$ cat src/rtl/pfnc_pkg.sv
// ----------------------------------------------------------------------------
// Portable file name checker package
// Character codes, default limits and helper functions for the checker.
// ----------------------------------------------------------------------------
package pfnc_pkg;

   localparam int MAX_BYTES_DEFAULT = 255;
   localparam int BASE_DEPTH = 6;
   localparam int BASE_LEN_WIDTH = 3;

   localparam logic [7:0] CHAR_DOT       = 8'h2E;
   localparam logic [7:0] CHAR_SPACE     = 8'h20;
   localparam logic [7:0] CHAR_SLASH     = 8'h2F;
   localparam logic [7:0] CHAR_BACKSLASH = 8'h5C;
   localparam logic [7:0] CHAR_COLON     = 8'h3A;
   localparam logic [7:0] CHAR_LESS      = 8'h3C;
   localparam logic [7:0] CHAR_GREATER   = 8'h3E;
   localparam logic [7:0] CHAR_QUOTE     = 8'h22;
   localparam logic [7:0] CHAR_PIPE      = 8'h7C;
   localparam logic [7:0] CHAR_QUESTION  = 8'h3F;
   localparam logic [7:0] CHAR_STAR      = 8'h2A;
   localparam logic [7:0] CHAR_DEL       = 8'h7F;
   localparam logic [7:0] CHAR_ONE       = 8'h31;
   localparam logic [7:0] CHAR_NINE      = 8'h39;

   localparam logic [23:0] WORD_CON = "CON";
   localparam logic [23:0] WORD_PRN = "PRN";
   localparam logic [23:0] WORD_AUX = "AUX";
   localparam logic [23:0] WORD_NUL = "NUL";
   localparam logic [23:0] WORD_COM = "COM";
   localparam logic [23:0] WORD_LPT = "LPT";
   localparam logic [47:0] WORD_CLOCK = "CLOCK$";

   typedef enum logic [2:0] {
      CONT_ANY    = 3'd0,
      CONT_A0_BF  = 3'd1,
      CONT_80_9F  = 3'd2,
      CONT_90_BF  = 3'd3,
      CONT_80_8F  = 3'd4
   } cont_class_type;

   function automatic logic [7:0] fold_upper(input logic [7:0] c);
      logic [7:0] r;
      r = c;
      if (c >= 8'h61 && c <= 8'h7A) begin
         r = c - 8'h20;
      end
      return r;
   endfunction

   function automatic logic forbidden_ascii(input logic [7:0] b);
      return (b < 8'h20) || (b == CHAR_DEL) || (b == CHAR_SLASH) ||
             (b == CHAR_BACKSLASH) || (b == CHAR_COLON) || (b == CHAR_LESS) ||
             (b == CHAR_GREATER) || (b == CHAR_QUOTE) || (b == CHAR_PIPE) ||
             (b == CHAR_QUESTION) || (b == CHAR_STAR);
   endfunction

endpackage

$ cat src/rtl/portable_file_name_checker_top.sv
// ----------------------------------------------------------------------------
// Portable file name checker
// Checks a file name streamed one byte per word and returns one pass flag.
// The result word is registered, in the skid entry if the output register is held.
// Throughput: one byte per cycle unless stalled; per-byte update in one pass.
// A two-entry output stage (register plus skid) stalls the input only while
// both entries hold result words.
// Reset is synchronous, active high, and drops any name in progress.
// ----------------------------------------------------------------------------
module portable_file_name_checker_top
   import pfnc_pkg::*;
#(
   parameter int MAX_BYTES = MAX_BYTES_DEFAULT
) (
   input  logic       clock,
   input  logic       reset,
   input  logic       req_valid,
   output logic       req_stall,
   input  logic [7:0] req_data_byte,
   input  logic       req_final_flag,
   input  logic       req_empty_name,
   output logic       rsp_valid,
   input  logic       rsp_stall,
   output logic       rsp_name_valid
);

   localparam int CountWidth = $clog2(MAX_BYTES + 2);
   localparam logic [CountWidth-1:0] CountMax = CountWidth'(MAX_BYTES);

   logic [CountWidth-1:0]     byte_count_ff, byte_count_in;
   logic [1:0]                cont_left_ff, cont_left_in;
   cont_class_type            cont_class_ff, cont_class_in;
   logic                      lead_c2_ff, lead_c2_in;
   logic [7:0]                base_prefix_ff [BASE_DEPTH];
   logic [7:0]                base_prefix_in [BASE_DEPTH];
   logic [BASE_LEN_WIDTH-1:0] base_len_ff, base_len_in;
   logic                      dot_seen_ff, dot_seen_in;
   logic                      failed_ff, failed_in;

   logic rsp_valid_ff, rsp_data_ff;
   logic skid_valid_ff, skid_data_ff;

   logic fire_in, gen_result, out_free, result_value, reserved, bad_cont;
   logic [7:0] b, lo, hi;

   assign req_stall = skid_valid_ff;
   assign fire_in = req_valid && !req_stall;
   assign gen_result = fire_in && (req_final_flag || req_empty_name);
   assign out_free = !rsp_valid_ff || !rsp_stall;
   assign rsp_valid = rsp_valid_ff;
   assign rsp_name_valid = rsp_data_ff;
   assign b = req_data_byte;

   always_comb begin
      byte_count_in = byte_count_ff;
      cont_left_in = cont_left_ff;
      cont_class_in = cont_class_ff;
      lead_c2_in = lead_c2_ff;
      base_prefix_in = base_prefix_ff;
      base_len_in = base_len_ff;
      dot_seen_in = dot_seen_ff;
      failed_in = failed_ff;
      lo = 8'h80;
      hi = 8'hBF;
      bad_cont = 1'b0;

      if (byte_count_ff <= CountMax) begin
         byte_count_in = byte_count_ff + 1'b1;
      end

      case (cont_class_ff)
         CONT_A0_BF: lo = 8'hA0;
         CONT_80_9F: hi = 8'h9F;
         CONT_90_BF: lo = 8'h90;
         CONT_80_8F: hi = 8'h8F;
         default: ;
      endcase

      if (cont_left_ff != 2'd0) begin
         bad_cont = (b < lo) || (b > hi) || (lead_c2_ff && b <= 8'h9F);
         if (bad_cont) begin
            failed_in = 1'b1;
            cont_left_in = 2'd0;
         end else begin
            cont_left_in = cont_left_ff - 2'd1;
         end
         cont_class_in = CONT_ANY;
         lead_c2_in = 1'b0;
      end else if (b < 8'h80) begin
         if (forbidden_ascii(b)) begin
            failed_in = 1'b1;
         end
      end else if (b >= 8'hC2 && b <= 8'hDF) begin
         cont_left_in = 2'd1;
         cont_class_in = CONT_ANY;
         lead_c2_in = (b == 8'hC2);
      end else if (b >= 8'hE0 && b <= 8'hEF) begin
         cont_left_in = 2'd2;
         cont_class_in = (b == 8'hE0) ? CONT_A0_BF :
                         ((b == 8'hED) ? CONT_80_9F : CONT_ANY);
      end else if (b >= 8'hF0 && b <= 8'hF4) begin
         cont_left_in = 2'd3;
         cont_class_in = (b == 8'hF0) ? CONT_90_BF :
                         ((b == 8'hF4) ? CONT_80_8F : CONT_ANY);
      end else begin
         failed_in = 1'b1;
      end

      if (!dot_seen_ff) begin
         if (b == CHAR_DOT) begin
            dot_seen_in = 1'b1;
         end else begin
            for (int i = 0; i < BASE_DEPTH; i++) begin
               if (base_len_ff == BASE_LEN_WIDTH'(i)) begin
                  base_prefix_in[i] = b;
               end
            end
            if (base_len_ff != {BASE_LEN_WIDTH{1'b1}}) begin
               base_len_in = base_len_ff + 1'b1;
            end
         end
      end
   end

   always_comb begin
      logic [23:0] w3;
      logic [47:0] w6;
      w3 = {fold_upper(base_prefix_in[0]), fold_upper(base_prefix_in[1]),
            fold_upper(base_prefix_in[2])};
      w6 = {w3, fold_upper(base_prefix_in[3]), fold_upper(base_prefix_in[4]),
            fold_upper(base_prefix_in[5])};
      case (base_len_in)
         3'd3: reserved = (w3 == WORD_CON) || (w3 == WORD_PRN) ||
                          (w3 == WORD_AUX) || (w3 == WORD_NUL);
         3'd4: reserved = ((w3 == WORD_COM) || (w3 == WORD_LPT)) &&
                          (base_prefix_in[3] >= CHAR_ONE) &&
                          (base_prefix_in[3] <= CHAR_NINE);
         3'd6: reserved = (w6 == WORD_CLOCK);
         default: reserved = 1'b0;
      endcase
      result_value = !req_empty_name && !failed_in &&
                     (byte_count_in <= CountMax) && (cont_left_in == 2'd0) &&
                     (b != CHAR_DOT) && (b != CHAR_SPACE) && !reserved;
   end

   always_ff @(posedge clock) begin
      if (reset || gen_result) begin
         byte_count_ff <= '0;
         cont_left_ff <= 2'd0;
         cont_class_ff <= CONT_ANY;
         lead_c2_ff <= 1'b0;
         base_len_ff <= '0;
         dot_seen_ff <= 1'b0;
         failed_ff <= 1'b0;
      end else if (fire_in) begin
         byte_count_ff <= byte_count_in;
         cont_left_ff <= cont_left_in;
         cont_class_ff <= cont_class_in;
         lead_c2_ff <= lead_c2_in;
         base_len_ff <= base_len_in;
         dot_seen_ff <= dot_seen_in;
         failed_ff <= failed_in;
      end
   end

   always_ff @(posedge clock) begin
      if (fire_in) begin
         base_prefix_ff <= base_prefix_in;
      end
   end

   always_ff @(posedge clock) begin
      if (reset) begin
         rsp_valid_ff <= 1'b0;
         skid_valid_ff <= 1'b0;
      end else if (out_free) begin
         if (skid_valid_ff) begin
            rsp_valid_ff <= 1'b1;
            skid_valid_ff <= 1'b0;
         end else begin
            rsp_valid_ff <= gen_result;
         end
      end else if (gen_result) begin
         skid_valid_ff <= 1'b1;
      end
   end

   always_ff @(posedge clock) begin
      if (out_free) begin
         rsp_data_ff <= skid_valid_ff ? skid_data_ff : result_value;
      end else if (gen_result) begin
         skid_data_ff <= result_value;
      end
   end

   a_skid_behind_output: assert property (@(posedge clock) disable iff (reset)
      skid_valid_ff |-> rsp_valid_ff)
      else $error("Skid entry held while the output register is empty.");

   a_empty_gives_fail: assert property (@(posedge clock) disable iff (reset)
      (fire_in && req_empty_name && out_free && !skid_valid_ff)
      |=> (rsp_valid && !rsp_name_valid))
      else $error("Empty name did not produce a failing result word.");

   a_state_cleared: assert property (@(posedge clock) disable iff (reset)
      gen_result |=> (byte_count_ff == '0 && cont_left_ff == 2'd0 && !failed_ff))
      else $error("Per-name state not cleared after a result word.");

endmodule
$ cat config.mk
export PLATFORM = sky130hd
export DESIGN_NAME = portable_file_name_checker_top
export DESIGN_NICKNAME = d
export VERILOG_FILES = /design/src/rtl/pfnc_pkg.sv /design/src/rtl/portable_file_name_checker_top.sv
export SDC_FILE = /design/constraint.sdc
export NUM_CORES = 1
export LEC_CHECK = 0
export BUFFER_PORTS_ARGS = -buffer_cell sky130_fd_sc_hd__buf_2
export CORE_AREA = 2 2 94 96
export CTS_CLUSTER_SIZE = 28
export DETAILED_ROUTE_END_ITERATION = 10
export DIE_AREA = 0 0 96 98
export PLACE_DENSITY = 0.75
export SKIP_CTS_REPAIR_TIMING = 1
export SLEW_MARGIN = 10
export SYNTH_ARGS = -nofsm -noshare
export SYNTH_HDL_FRONTEND = slang
export SYNTH_SLANG_ARGS = --single-unit
$ cat constraint.sdc
create_clock -name clock -period 3.7 [get_ports clock]
set_input_delay 0.37 -clock clock [delete_from_list [all_inputs] [get_ports clock]]
set_output_delay 0.37 -clock clock [all_outputs]
set_load 0.03 [all_outputs]
== Word-level counts from Yosys, hierarchy flattened ==
Cells that the tools add are included.

* $add $sub $neg: 9
* Order comparisons: 27
* Eq/ne operators: 39
* Mux-type cells: 50
* Bitwise operators: 1
* Reductions and logical operators: 54

{| class="wikitable"
|+ Operator list
! kind !! number
|-
| $eq A24 B23 Y1 const B || 6
|-
| $mux W48 || 2
|-
| $mux W8 || 12
|-
| $eq A8 B6 Y1 const B || 8
|-
| $eq A48 B47 Y1 const B || 1
|-
| $ge A8 B7 Y1 const B || 6
|-
| $le A8 B7 Y1 const B || 6
|-
| $sub A8 B6 Y8 const B || 6
|-
| $eq A8 B8 Y1 const B || 5
|-
| $le A8 B8 Y1 const B || 4
|-
| $mux W3 || 10
|-
| $eq A8 B7 Y1 const B || 3
|-
| $ge A8 B8 Y1 const B || 3
|-
| $pmux W6 S2 || 2
|-
| $logic_and A1 B1 Y1 || 20
|-
| $logic_or A1 B1 Y1 || 19
|-
| $le A9 B8 Y1 const B || 2
|-
| $mux W2 || 8
|-
| $ne A8 B6 Y1 const B || 2
|-
| $eq A3 B2 Y1 const B || 5
|-
| $eq A3 B3 Y1 const B || 5
|-
| $mux W1 || 14
|-
| $add A9 B1 Y9 const B || 1
|-
| $mux W9 || 1
|-
| 21 further kinds || 29
|}

* Register bits: 72
* Output and inout port bits: 3
* Logic and storage cells: 197

== Logic depth before layout (Yosys ltp) ==
* Depth in word-level cells: 22
* Depth in mapped cells: 13

== Worst setup path after synthesis ==
No wires, ideal clock.

* Path kind: input to register
* Start: in req_data_byte[4]
* End: reg rsp_data_ff (netlist: rsp_name_valid) (data pin)
* Setup time: 0.258 ns
* Data arrival time: 3.239 ns
* Path slack: 0.203 ns
* Stages: 13
* Buffers on the path: 3
* Cells stage by stage: or4b_1 -> buf_2 -> o211ai_1 -> buf_2 -> buf_2 -> mux2_2 -> inv_1 -> ha_1 -> nor2_1 -> a21oi_1 -> or4_1 -> a21oi_1 -> a21oi_1

{| class="wikitable"
|+ RTL lines
! what !! line !! text
|-
| start, declared || portable_file_name_checker_top.sv:19 || <nowiki>input logic [7:0] req_data_byte,</nowiki>
|-
| end signal, assigned || portable_file_name_checker_top.sv:190 || <nowiki>rsp_data_ff <= skid_valid_ff ? skid_data_ff : result_value;</nowiki>
|-
| end, declared || portable_file_name_checker_top.sv:40 || <nowiki>logic rsp_valid_ff, rsp_data_ff;</nowiki>
|}

==> impl_metrics.env <==
export IMPL_status="finished, final reports clean"
export IMPL_synthTopCellsByArea="edfxtp_1 33%, dfxtp_1 9.6%, mux2i_1 5.7%, mux2_2 5.6%, nor2_1 4.2%"
export IMPL_cts_tree="yes"
export IMPL_drt_wl_total_mm=11.5
export IMPL_synth_seq_cells=72
export IMPL_setup_viol=0
export IMPL_antenna_found_initial=0
export IMPL_pre_cts_slack_ns=0.0550
export IMPL_syn_area_um2=4600
export IMPL_place_congestion=0.927
export IMPL_min_period_ns=3.49
export IMPL_synth_top_area_share=0.327
export IMPL_drc_errors=0
export IMPL_min_delay_start="reset"
export IMPL_synthFlopType="edfxtp_1"
export IMPL_max_clock_freq_mhz=287
export IMPL_cts_clk_slew_worst_paths_ns=0.08
export IMPL_antennaDiodeCount=0
export IMPL_numPortBuffers=16
export IMPL_overflow=0
export IMPL_drv_cap=0
export IMPL_reg2reg_from="base_len_ff[1]$_SDFFE_PP0P_"
export IMPL_synth_edf_count=50
export IMPL_yosysUniqueCellTypes=64
export IMPL_grt_pass1_wl_mm=19.1
export IMPL_r2r_end="rsp_name_valid$_DFFE_PP_"
export IMPL_vias_per_cell=6.24
export IMPL_postLayoutSetupSlackWorst_ns=0.210
export IMPL_arrival_ns=3.60
export IMPL_hold_violations=0
export IMPL_cts_made_buffers=9
export IMPL_area_growth_pct=11.9
export IMPL_endpoint_kind="flip-flop"
export IMPL_cts_sinks=72
export IMPL_final_max_slew_viol_count=0
export IMPL_drive_above_1_share=0.186
export IMPL_filler_cell_count=697
export IMPL_hp_class="in2reg"
export IMPL_layout_nets=539
export IMPL_rsz0062_at_grt="false"
export IMPL_fp_dieW_um=96
export IMPL_grt_usage=0.262
export IMPL_async_flop_share=0
export IMPL_syn_nets=514
export IMPL_detail_route_wl_per_cell_um=18.5
export IMPL_path_class="reg2reg"
export IMPL_post_route_period_util=0.943
export IMPL_cts_root_buf="clkbuf_8"
export IMPL_power_total_mw=2.00
export IMPL_vias=3891
export IMPL_critPathRequiredTime_ns=3.81
export IMPL_design_core_area_um2=8470
export IMPL_pwr_density_cell_nw_per_um2=390
export IMPL_die_height_um=98
export IMPL_fin_setup_tns_ns=0
export IMPL_htreeDepth=3
export IMPL_dieArea_um2=9410
export IMPL_yosys_warnings=0
export IMPL_fp_row_count=34
export IMPL_syn_mean_instance_area_um2=9.46
export IMPL_irDropWorstVdd_mv=0.201
export IMPL_pin_count=17
export IMPL_min_to="rsp_valid$_SDFFE_PP0P_"
export IMPL_min_path_cells=2
export IMPL_antenna_left=0
export IMPL_drt_pass1_iterations=5
export IMPL_dpl_hpwl_mm=8.08
export IMPL_finClkSkew_ns=0.00677
export IMPL_clock_latency_ns=0.36
export IMPL_timing_hold_ws_ns=0.186
export IMPL_drt_iter0_drc=301
export IMPL_grt_max_degree=44
export IMPL_start_kind="flip-flop"
export IMPL_maxSlewHeadroom=0.472
export IMPL_syn_instance_count=486
export IMPL_cts_max_path_buffers=2
export IMPL_grt_pass1_vias=3802
export IMPL_cp_max_fo=8
export IMPL_tightest_slew_ns=0.792
export IMPL_synth_top_area_cell="edfxtp_1"
export IMPL_initial_core_util=0.543
export IMPL_p_leak_nw=1.98
export IMPL_yosysSeqAreaShare=0.422
export IMPL_r2r_worst_path_cells=12
export IMPL_reg2reg_slack_ns=0.21
[critical path, cell delays in order (launching register included)]
cell,delay (ns)
dfxtp_1,0.41
ha_2,0.30
or3b_2,0.52
a21oi_1,0.15
o22a_1,0.25
inv_1,0.07
ha_1,0.28
or2_2,0.30
a2111oi_2,0.40
and3_1,0.21
a221oi_1,0.08
nand4_1,0.18
a21oi_1,0.08
[cell usage after synthesis, drive strengths merged, types with 7 or more instances]
| cell type | number |
|---|---|
| nand2b | 10 |
| a31oi | 8 |
| nor3 | 10 |
| inv | 27 |
| nand4 | 10 |
| dfxtp | 22 |
| o21ai | 27 |
| mux2i | 26 |
| nand2 | 46 |
| mux2 | 24 |
| nand3 | 12 |
| a21oi | 21 |
| ha | 14 |
| clkbuf | 20 |
| nor2 | 51 |
| a211oi | 7 |
| edfxtp | 50 |
[cell usage in the layout (no fill, tap or decap), drive strengths merged, types with 3 or more instances in the layout]
cell type	netlist	routed
nor4	5	5
o21ai	27	27
nor2	51	51
nor3	10	10
nor2b	5	5
a31oi	8	8
a211oi	7	7
inv	27	27
a21oi	21	21
xor2	6	6
edfxtp	50	50
nand4b	4	4
xnor2	4	4
nand4	10	10
nor4b	4	4
nand2	46	46
nand2b	10	10
and2	4	4
nand3	12	12
and3	4	4
mux2	24	24
buf	6	40
or3	5	5
ha	14	14
and3b	4	4
o211ai	5	5
clkbuf	20	14
nor3b	5	5
or2	3	3
dfxtp	22	22
mux2i	26	26
a41oi	3	3
[worst max-delay path by stage]
stage,slack [ns],from,end,depth (start not counted)
floorplan,0.20,req_data_byte[4],rsp_name_valid$_DFFE_PP_,13
global placement,0.19,base_len_ff[1]$_SDFFE_PP0P_,rsp_name_valid$_DFFE_PP_,11
detailed placement,0.05,base_len_ff[1]$_SDFFE_PP0P_,rsp_name_valid$_DFFE_PP_,11
CTS,0.02,base_len_ff[1]$_SDFFE_PP0P_,rsp_name_valid$_DFFE_PP_,11
global route,0.07,base_len_ff[1]$_SDFFE_PP0P_,rsp_name_valid$_DFFE_PP_,12
finish,0.21,base_len_ff[1]$_SDFFE_PP0P_,rsp_name_valid$_DFFE_PP_,12
[stage by stage]
stage | cells | util | area (um2)
after floorplan | 486 | - | 4600
after global placement | 608 | 0.579 | 4900
after detailed placement | 608 | 0.579 | 4900
after CTS | 624 | 0.606 | 5130
after global routing | 624 | 0.608 | 5140
final | 624 | 0.608 | 5140
[layout make-up]
type	instances	area [um2]	share of cell area
Timing Repair Buffer	40	273	0.0530
Inverter	27	101	0.0197
Multi-Input combinational cell	361	2460	0.479
Tap cell	108	135	0.0263
Clock inverter	2	13.8	0.00268
Sequential cell	72	1940	0.377
Clock buffer	14	218	0.0423
[per-layer routing]
layer  GRT usage  part of all wire
met5           0                 0
met1       0.383              0.45
met3      0.0563             0.076
met2       0.377              0.45
met4       0.104             0.024
[state kept, by name, indices dropped and copies added (netlist names)]
signal and cells:
cont_left_ff 2, rsp_name_valid 1, rsp_valid 1, dot_seen_ff 1
cont_class_ff 3, skid_data_ff 1, req_stall 1, failed_ff 1
base_len_ff 3, lead_c2_ff 1, base_prefix_ff 48, byte_count_ff 9
[kinds of logic (layout without fill, tap and decap cells)]
| logic type | Yosys count | in the layout | synth area share |
|---|---|---|---|
| buffers and inverters | 53 | 83 | 0.0449 |
| muxes | 50 | 50 | 0.116 |
| DFF | 72 | 72 | 0.422 |
| and+or+nand+nor | 193 | 193 | 0.220 |
| AOI/OAI and AO/OA | 94 | 94 | 0.139 |
| xor gates and xnor gates | 10 | 10 | 0.0191 |
| adders and majority gates | 14 | 14 | 0.0381 |
[where the power goes]
group	total, mW	internal [mW]	switching, mW
Clock	0.705	0.388	0.317
Sequential	0.960	0.925	0.0352
Combinational	0.340	0.134	0.206
Note: power is estimated with default switching activity, not from simulation.
